$ cat src/design/sss_pkg.sv
// shared types and constants for the subset-sum backtracking search block
// no dependencies; imported by the step unit, the top module and the testbench
package sss_pkg;

    localparam int MAX_ELEMENTS_DEF = 32;
    localparam int WEIGHT_BITS_DEF  = 16;
    localparam int TARGET_W         = 21;
    localparam int WEIGHT_IN_W      = 16;
    localparam int MASK_W           = 32;

    typedef enum logic {
        OP_LOAD = 1'b0,
        OP_FIND = 1'b1
    } op_t;

    typedef enum logic {
        STEP_DESCEND = 1'b0,
        STEP_RETREAT = 1'b1
    } step_mode_t;

    // compare results of one evaluation by the step unit
    typedef struct packed {
        logic short_fall;   // running + remaining below target
        logic at_target;    // running weight equals target
        logic fits;         // running + next weight does not overshoot
    } step_flags_t;

endpackage

$ cat src/design/sss_ram.sv
// generic single-write, single-read memory with registered read data
// depends on nothing; used for the weight store
module sss_ram #(
    parameter int WIDTH = 16,
    parameter int DEPTH = 32,
    parameter int AW    = (DEPTH > 1) ? $clog2(DEPTH) : 1
) (
    input  logic             aclk,
    input  logic             we,
    input  logic [AW-1:0]    waddr,
    input  logic [WIDTH-1:0] wdata,
    input  logic [AW-1:0]    raddr,
    output logic [WIDTH-1:0] rdata
);

    logic [WIDTH-1:0] mem [DEPTH];

    always_ff @(posedge aclk) begin
        if (we) begin
            mem[waddr] <= wdata;
        end
        rdata <= mem[raddr];
    end

endmodule

$ cat src/design/sss_step.sv
// shared add/subtract and compare unit of the search sequencer
// depends on sss_pkg
module sss_step
    import sss_pkg::*;
#(
    parameter int EW    = 16,
    parameter int SUM_W = 22
) (
    input  step_mode_t            mode,
    input  logic [SUM_W-1:0]      rw,
    input  logic [SUM_W-1:0]      rem,
    input  logic [EW-1:0]         w,
    input  logic [TARGET_W-1:0]   target,
    output step_flags_t           flags,
    output logic [SUM_W-1:0]      rw_new,
    output logic [SUM_W-1:0]      rem_new
);

    localparam int CW = ((SUM_W > TARGET_W) ? SUM_W : TARGET_W) + 1;

    logic [CW-1:0]    rw_x, rem_x, w_x, tgt_x, rr_sum, rw_plus;
    logic [SUM_W-1:0] w_s;

    assign rw_x   = CW'(rw);
    assign rem_x  = CW'(rem);
    assign w_x    = CW'(w);
    assign tgt_x  = CW'(target);
    assign w_s    = SUM_W'(w);
    assign rr_sum = rw_x + rem_x;
    assign rw_plus = rw_x + w_x;

    assign flags.short_fall = rr_sum < tgt_x;
    assign flags.at_target  = rw_x == tgt_x;
    assign flags.fits       = rw_plus <= tgt_x;

    // descend: take the element; retreat: give it back or return it to the pool
    assign rw_new  = (mode == STEP_RETREAT) ? (rw - w_s) : rw_plus[SUM_W-1:0];
    assign rem_new = (mode == STEP_RETREAT) ? (rem + w_s) : (rem - w_s);

endmodule

$ cat src/design/subset_sum_backtrack_search_top.sv
// subset-sum backtracking search: a load is accepted in the idle state; a find request walks the tree
// one node test or retreat step at a time (weight memory read, then step unit) and then
// presents the result; the total time is data dependent
// one item at a time: s_ready is low from a find transfer until its result is taken
// reset: aresetn synchronous active low clears set size, total, target, search phase and
// the output valid; the weight memory is not cleared (only loaded entries are ever used)
module subset_sum_backtrack_search_top
    import sss_pkg::*;
#(
    parameter int MAX_ELEMENTS = MAX_ELEMENTS_DEF,
    parameter int WEIGHT_BITS  = WEIGHT_BITS_DEF
) (
    input  logic                   aclk,
    input  logic                   aresetn,
    // target register write
    input  logic                   cfg_we,
    input  logic [TARGET_W-1:0]    cfg_wdata,
    // request channel
    input  logic                   s_valid,
    output logic                   s_ready,
    input  logic                   s_op,
    input  logic                   s_first,
    input  logic [WEIGHT_IN_W-1:0] s_weight_value,
    // result channel
    output logic                   m_valid,
    input  logic                   m_ready,
    output logic [MASK_W-1:0]      m_include_mask,
    output logic                   m_found
);

    // effective weight width, level/count width, memory address width, sum width
    localparam int EW    = (WEIGHT_BITS < WEIGHT_IN_W) ? WEIGHT_BITS : WEIGHT_IN_W;
    localparam int LW    = $clog2(MAX_ELEMENTS + 1);
    localparam int AW    = (MAX_ELEMENTS > 1) ? $clog2(MAX_ELEMENTS) : 1;
    localparam int SUM_W = EW + LW;

    // sequencer states
    typedef enum logic [5:0] {
        S_IDLE   = 6'b000001,   // waiting for a transfer
        S_FETCH  = 6'b000010,   // read weight of next element
        S_EVAL   = 6'b000100,   // node test, descend or give up
        S_BFETCH = 6'b001000,   // read weight of current level for backtrack
        S_BACK   = 6'b010000,   // flip include to exclude or pop a level
        S_OUT    = 6'b100000    // result held until taken
    } state_t;

    // search progress between requests
    typedef enum logic [1:0] {
        PH_IDLE   = 2'd0,       // restart from empty path on next request
        PH_ACTIVE = 2'd1,       // resume after last solution
        PH_DONE   = 2'd2        // tree exhausted
    } phase_t;

    state_t                state_reg, state_next;
    phase_t                phase_reg, phase_next;
    logic [TARGET_W-1:0]   target_reg, target_next;
    logic [LW-1:0]         cnt_reg, cnt_next;
    logic [SUM_W-1:0]      total_reg, total_next;
    logic [MAX_ELEMENTS-1:0] bits_reg, bits_next;
    logic [LW-1:0]         lvl_reg, lvl_next;      // level index plus one
    logic [SUM_W-1:0]      rw_reg, rw_next;
    logic [SUM_W-1:0]      rem_reg, rem_next;
    logic                  m_valid_reg, m_valid_next;
    logic [MASK_W-1:0]     m_mask_reg, m_mask_next;
    logic                  m_found_reg, m_found_next;

    logic                  s_xfer;
    logic                  load_we;
    logic [AW-1:0]         load_addr;
    logic [EW-1:0]         load_w;
    logic [AW-1:0]         rd_addr;
    logic [EW-1:0]         rd_w;
    logic [LW-1:0]         lvl_dec;
    logic                  has_room;
    step_mode_t            step_mode;
    step_flags_t           step_flags;
    logic [SUM_W-1:0]      step_rw, step_rem;
    logic [MASK_W-1:0]     mask_view;

    assign s_ready        = (state_reg == S_IDLE);
    assign s_xfer         = s_valid && s_ready;
    assign m_valid        = m_valid_reg;
    assign m_include_mask = m_mask_reg;
    assign m_found        = m_found_reg;

    assign lvl_dec  = lvl_reg - LW'(1);
    assign has_room = cnt_reg < LW'(MAX_ELEMENTS);
    assign load_w   = s_weight_value[EW-1:0];

    // a first flag always lands at entry zero; otherwise append while room is left
    assign load_we   = s_xfer && (s_op == OP_LOAD) && (s_first || has_room);
    assign load_addr = s_first ? '0 : cnt_reg[AW-1:0];

    // next element on a forward step, current level on a backtrack step
    assign rd_addr = (state_reg == S_BFETCH) ? lvl_dec[AW-1:0] : lvl_reg[AW-1:0];

    sss_ram #(
        .WIDTH (EW),
        .DEPTH (MAX_ELEMENTS),
        .AW    (AW)
    ) u_weights (
        .aclk  (aclk),
        .we    (load_we),
        .waddr (load_addr),
        .wdata (load_w),
        .raddr (rd_addr),
        .rdata (rd_w)
    );

    assign step_mode = (state_reg == S_BACK) ? STEP_RETREAT : STEP_DESCEND;

    sss_step #(
        .EW    (EW),
        .SUM_W (SUM_W)
    ) u_step (
        .mode    (step_mode),
        .rw      (rw_reg),
        .rem     (rem_reg),
        .w       (rd_w),
        .target  (target_reg),
        .flags   (step_flags),
        .rw_new  (step_rw),
        .rem_new (step_rem)
    );

    // result shows only the low element bits
    generate
        if (MAX_ELEMENTS >= MASK_W) begin : g_mask_cut
            assign mask_view = bits_reg[MASK_W-1:0];
        end else begin : g_mask_ext
            assign mask_view = MASK_W'(bits_reg);
        end
    endgenerate

    always_comb begin
        state_next   = state_reg;
        phase_next   = phase_reg;
        target_next  = target_reg;
        cnt_next     = cnt_reg;
        total_next   = total_reg;
        bits_next    = bits_reg;
        lvl_next     = lvl_reg;
        rw_next      = rw_reg;
        rem_next     = rem_reg;
        m_valid_next = m_valid_reg;
        m_mask_next  = m_mask_reg;
        m_found_next = m_found_reg;

        case (state_reg)
            S_IDLE: begin
                if (s_xfer) begin
                    if (s_op == OP_LOAD) begin
                        // any load restarts the search
                        phase_next = PH_IDLE;
                        if (s_first) begin
                            cnt_next   = LW'(1);
                            total_next = SUM_W'(load_w);
                        end else if (has_room) begin
                            cnt_next   = cnt_reg + LW'(1);
                            total_next = total_reg + SUM_W'(load_w);
                        end
                    end else begin
                        case (phase_reg)
                            PH_IDLE: begin
                                // empty path, all weights still available
                                bits_next  = '0;
                                lvl_next   = '0;
                                rw_next    = '0;
                                rem_next   = total_reg;
                                state_next = S_FETCH;
                            end
                            PH_ACTIVE: begin
                                // leave the last solution by backtracking
                                state_next = S_BFETCH;
                            end
                            default: begin
                                // exhausted search keeps answering not found
                                m_valid_next = 1'b1;
                                m_mask_next  = '0;
                                m_found_next = 1'b0;
                                state_next   = S_OUT;
                            end
                        endcase
                    end
                end
            end
            S_FETCH: begin
                state_next = S_EVAL;
            end
            S_EVAL: begin
                if (step_flags.short_fall) begin
                    state_next = S_BFETCH;
                end else if (step_flags.at_target) begin
                    // solution: report, do not descend
                    phase_next   = PH_ACTIVE;
                    m_valid_next = 1'b1;
                    m_mask_next  = mask_view;
                    m_found_next = 1'b1;
                    state_next   = S_OUT;
                end else if ((lvl_reg < cnt_reg) && step_flags.fits) begin
                    // include the next element first
                    bits_next[lvl_reg[AW-1:0]] = 1'b1;
                    rw_next    = step_rw;
                    rem_next   = step_rem;
                    lvl_next   = lvl_reg + LW'(1);
                    state_next = S_FETCH;
                end else begin
                    state_next = S_BFETCH;
                end
            end
            S_BFETCH: begin
                if (lvl_reg == '0) begin
                    // above the first element: tree exhausted
                    phase_next   = PH_DONE;
                    m_valid_next = 1'b1;
                    m_mask_next  = '0;
                    m_found_next = 1'b0;
                    state_next   = S_OUT;
                end else begin
                    state_next = S_BACK;
                end
            end
            S_BACK: begin
                if (bits_reg[lvl_dec[AW-1:0]]) begin
                    // include branch done, try exclude at same level
                    bits_next[lvl_dec[AW-1:0]] = 1'b0;
                    rw_next    = step_rw;
                    state_next = S_FETCH;
                end else begin
                    // both branches done, pop the level
                    rem_next   = step_rem;
                    lvl_next   = lvl_dec;
                    state_next = S_BFETCH;
                end
            end
            S_OUT: begin
                if (m_ready) begin
                    m_valid_next = 1'b0;
                    state_next   = S_IDLE;
                end
            end
            default: begin
                state_next = S_IDLE;
            end
        endcase

        // target write restarts the search; the user must write it only while idle, the block does not enforce this
        if (cfg_we) begin
            target_next = cfg_wdata;
            phase_next  = PH_IDLE;
        end
    end

    always_ff @(posedge aclk) begin
        if (!aresetn) begin
            state_reg   <= S_IDLE;
            phase_reg   <= PH_IDLE;
            target_reg  <= '0;
            cnt_reg     <= '0;
            total_reg   <= '0;
            bits_reg    <= '0;
            lvl_reg     <= '0;
            rw_reg      <= '0;
            rem_reg     <= '0;
            m_valid_reg <= 1'b0;
        end else begin
            state_reg   <= state_next;
            phase_reg   <= phase_next;
            target_reg  <= target_next;
            cnt_reg     <= cnt_next;
            total_reg   <= total_next;
            bits_reg    <= bits_next;
            lvl_reg     <= lvl_next;
            rw_reg      <= rw_next;
            rem_reg     <= rem_next;
            m_valid_reg <= m_valid_next;
        end
    end

    always_ff @(posedge aclk) begin
        m_mask_reg  <= m_mask_next;
        m_found_reg <= m_found_next;
    end

    // one item in flight: never ready while a result waits
    a_no_overlap: assert property (@(posedge aclk) disable iff (!aresetn)
        !(s_ready && m_valid))
        else $error("ready while result pending");

    // a not-found result carries an empty mask
    a_empty_miss: assert property (@(posedge aclk) disable iff (!aresetn)
        (m_valid && !m_found) |-> (m_include_mask == '0))
        else $error("mask set on not-found result");

    // result transfer frees the block
    a_release: assert property (@(posedge aclk) disable iff (!aresetn)
        (m_valid && m_ready) |=> s_ready)
        else $error("not ready after result transfer");

    // the overshoot pruning keeps the running weight at or below the target
    a_no_overshoot: assert property (@(posedge aclk) disable iff (!aresetn)
        (state_reg != S_IDLE) |-> (SUM_W'(rw_reg) <= SUM_W'(target_reg) ||
                                   SUM_W < TARGET_W))
        else $error("running weight above target");

    // set size never passes the store depth
    a_count_bound: assert property (@(posedge aclk) disable iff (!aresetn)
        cnt_reg <= LW'(MAX_ELEMENTS))
        else $error("element count out of range");

endmodule

$ cat config.mk
export PLATFORM = sky130hd
export DESIGN_NAME = subset_sum_backtrack_search_top
export DESIGN_NICKNAME = d
export VERILOG_FILES = /design/src/design/sss_pkg.sv /design/src/design/sss_ram.sv /design/src/design/sss_step.sv /design/src/design/subset_sum_backtrack_search_top.sv
export SDC_FILE = /design/constraint.sdc
export NUM_CORES = 1
export LEC_CHECK = 0
export ABC_AREA = 1
export BUFFER_PORTS_ARGS = -buffer_cell sky130_fd_sc_hd__buf_2
export CAP_MARGIN = 20
export CORE_ASPECT_RATIO = 0.9
export CORE_MARGIN = 1
export CORE_UTILIZATION = 53
export CTS_BUF_LIST = sky130_fd_sc_hd__clkbuf_4 sky130_fd_sc_hd__clkbuf_8 sky130_fd_sc_hd__clkbuf_16
export DETAILED_ROUTE_END_ITERATION = 12
export PLACE_DENSITY_LB_ADDON = 0.05
export SLEW_MARGIN = 25
export SYNTH_ARGS = -nofsm -noshare
export SYNTH_HDL_FRONTEND = slang
export SYNTH_SLANG_ARGS = --single-unit
$ cat constraint.sdc
create_clock -name aclk -period 5.1 [get_ports aclk]
set_input_delay 0 -clock aclk [delete_from_list [all_inputs] [get_ports aclk]]
set_output_delay 0 -clock aclk [all_outputs]
set_load 0.01 [all_outputs]
==> impl_metrics.yaml <==
outcome:
  outcome: "finished clean"
setup_path:
  cpPeakStageDelay_ps: 500
  worstPathMaxFanout: 17
  criticalPathCategory: "reg -> reg"
  cp-end-kind: "flip-flop"
  start_kind: "flip-flop"
  arrival_ps: 5300
  r2r_cells: 28
  rr_endpoint: "bits_reg[7]$_SDFFE_PN0P_"
  critical_path_required_ps: 5630
  crit_slowest_cell: "dfxtp_1"
  reg2reg_slack_ps: 320
  worstReg2RegStart: "u_weights.rdata[10]$_DFF_P_"
  cp_common_cell: "nand2_1"
global_route:
  antenna_found_initial: 3
  grt-ovfl-total: 0
  first_global_vias: 27470
  grt_pass1_wl_um: 164200
  grt_max_degree: 125
  grt_use_total: 0.3102
sta:
  worst_slew_pin_slew_ps: 1076
  finalSetupTns_ps: 0
  finalSetupViolCount: 0
  final_max_slew_viol_count: 0
  fin_crit_ps: 4778
  finalClockSkew_ps: 26.49
  fin_crit_sh: 0.9368
  relSlewSlack: 0.2828
  clock.fmax_ghz: 0.2093
  final_hold_viol_count: 0
  rsz0062_at_grt: "no"
place:
  place.gp.congestion: 0.9964
  io_buffers: 78
  placed_cells: 4779
  place_hpwl_um: 70600
layout:
  fill_cells: 5787
  fin_nets: 4259
  largest_register_ffs: 512
  insertedDiodeCount: 0
  area_growth_pct: 13.19
  fin_cells: 5002
  drive_gt1_frac: 0.08745
power:
  intPower_w: 0.01263
  p_per_area_nw_per_um2: 536.0
  sequentialPowerShare: 0.327
  p_leak_nw: 15.89
  netSwitchingPower_w: 0.009141
  swShare: 0.4199
  vdd_drop_max_uv: 439.4
  combPwrFrac: 0.426
  p_clk_frac: 0.247
synthesis:
  synth_flop_cell: "edfxtp_1"
  yosysWarnings: 0
  yosys.area.top_type: "edfxtp_1"
  synth_seq_cells: 701
  async_reset_ff_frac: 0
  syn-instance-count: 3952
  yosysTopAreaCellShare: 0.4560
  ys_types: 55
  yosys-top-cells-area: "edfxtp_1 46%, dfxtp_1 8.7%, nand2_1 7.6%"
  synth_edf_count: 545
  ys_seq_area_frac: 0.5431
  synth_nets: 4144
  syn_avg_cell_area_um2: 9.081
  synth_area_um2: 35890
min_path:
  hold_end: "u_weights.mem[11][13]$_DFFE_PP_"
  hold_class: "in -> reg"
  hold_start: "s_weight_value[13]"
  hold_path_depth: 1
cts:
  htree_levels: 3
  cts_buffers: 74
  cts.sinks: 701
  clkTransAtPathRegs_ps: 60
  insertion_delay_ps: 630
  cts_buffer_depth: 3
  cts_tree: "built"
  cts-root-buf: "clkbuf_16"
route:
  routed_wirelength_um: 107500
  ant_nets: 0
  vias_per_cell: 5.827
  drtPass1Iterations: 8
  drcViolationCount: 0
  initialDrtViolationCount: 2963
  routedWlPerCell_um: 21.49
  vias: 29150
floorplanning:
  die_w_um: 276.3
  ios: 79
  rows: 90
  die_h_um: 248.9
  core_area_um2: 67000
  initial_core_util: 0.5356
  die-area_um2: 68760
flow_run:
  maxCapViolCount: 0
==> placed cells by master (no fill, tap or decap), types with 25 or more instances in the layout <==
master         count
a21oi_1          233
buf_2             77
xor2_1            57
inv_1            271
nor2_1           625
nand3_1          155
ha_1             142
clkbuf_16         74
dfxtp_1          156
nor3_1            35
o221ai_1         129
edfxtp_1         545
o21ai_0          404
o21ai_1           25
nand4_1           45
dlygate4sd3_1     86
buf_4             63
nand2_1          721
==> cell families (layout without fill, tap and decap cells) <==
family / Yosys count / count (layout) / share of synthesized area
AND/OR/NAND/NOR: 1650 / 1650 / 0.1869
XOR/XNOR: 78 / 78 / 0.01945
flip-flops: 701 / 701 / 0.5431
multiplexers: 5 / 5 / 0.001395
adder cells (fa/ha/maj): 148 / 148 / 0.05265
AO/OA/AOI/OAI: 882 / 882 / 0.1425
buffers and inverters: 488 / 664 / 0.05401
==> synth_stat cells (all sizes together), types with 3 or more instances <==
cell type / instances
nand4: 45
a21boi: 6
a31oi: 13
a21oi: 236
a211oi: 11
o31ai: 5
nor4: 8
a21o: 4
nand3b: 4
clkbuf: 123
inv: 291
o211ai: 7
xor2: 59
nor3: 37
nor2: 656
a32oi: 3
fa: 5
buf: 72
a221oi: 4
o22ai: 14
xnor2: 19
ha: 143
a31o: 3
mux2i: 5
o221ai: 129
dfxtp: 156
edfxtp: 545
o21ai: 432
or2: 8
nand2: 728
nand3: 161
o21bai: 9
==> worst max-delay path by stage <==
| stage | cells past startpoint | end | from | slack [ps] |
|---|---|---|---|---|
| floorplan | 19 | m_found$_DFFE_PP_ | rw_reg[1]$_SDFFE_PN0P_ | 1360 |
| global placement | 28 | bits_reg[31]$_SDFFE_PN0P_ | u_weights.rdata[10]$_DFF_P_ | 400 |
| detailed placement | 28 | bits_reg[4]$_SDFFE_PN0P_ | u_weights.rdata[10]$_DFF_P_ | 420 |
| CTS | 28 | bits_reg[4]$_SDFFE_PN0P_ | u_weights.rdata[10]$_DFF_P_ | 440 |
| global route | 28 | bits_reg[20]$_SDFFE_PN0P_ | u_weights.rdata[10]$_DFF_P_ | 30 |
| finish | 28 | bits_reg[7]$_SDFFE_PN0P_ | u_weights.rdata[10]$_DFF_P_ | 320 |
==> critical path, delay by kind of cell, from the launching register on <==
| kind | cells | cell delay (ps) |
|---|---|---|
| compound gates | 2 | 420 |
| flops | 1 | 500 |
| simple gates | 21 | 2520 |
| fa+ha+maj | 2 | 750 |
| buf+inv | 3 | 500 |
==> through the flow <==
stage          power, W  setup slack [ps]  cell area (um2)  utilization  hold WS, ps
2_1_floorplan   0.01347              1363            35890            -        98.87
3_3_place_gp    0.01623             403.6            37280       0.5565        233.0
3_5_place_dp    0.01629             422.3            37320       0.5570        233.2
4_1_cts         0.02173             437.9            40600       0.6059        9.229
5_1_grt         0.02321             33.84            40620       0.6062        32.68
6_report        0.02177             322.1            40620       0.6062        31.73
==> routing by layer <==
metal  GRT usage  part of all wire
met5           0           0.00010
met4     0.06848             0.019
met3     0.05149             0.081
met2      0.4823              0.45
met1      0.4560              0.45
==> power groups by stage <==
stage	logic, W	registers (W)	clock network, W
floorplan	0.00641	0.00706	0
global placement	0.00901	0.00722	0
detailed placement	0.00906	0.00723	0
CTS	0.00917	0.00711	0.00545
global route	0.0104	0.00716	0.00568
finish	0.00928	0.00712	0.00537
==> final cells by class <==
| class | instances | area (um2) | area share |
|---|---|---|---|
| clock buffer | 97 | 2037 | 0.05015 |
| clock inverter | 40 | 375.4 | 0.009241 |
| inverter | 293 | 1106 | 0.02723 |
| multi-input combinational | 2763 | 14640 | 0.3604 |
| sequential | 701 | 19490 | 0.4798 |
| tap | 874 | 1094 | 0.02692 |
| timing repair buffer | 234 | 1879 | 0.04627 |
==> repair_timing <==
item	4_1_cts	5_1_grt
endpoints found under the hold margin	487	0
resized for setup	0	1
endpoints found under the setup margin	0	8
buffers inserted	0	0
hold buffers	86	0
(Power assumes the default switching activity.)
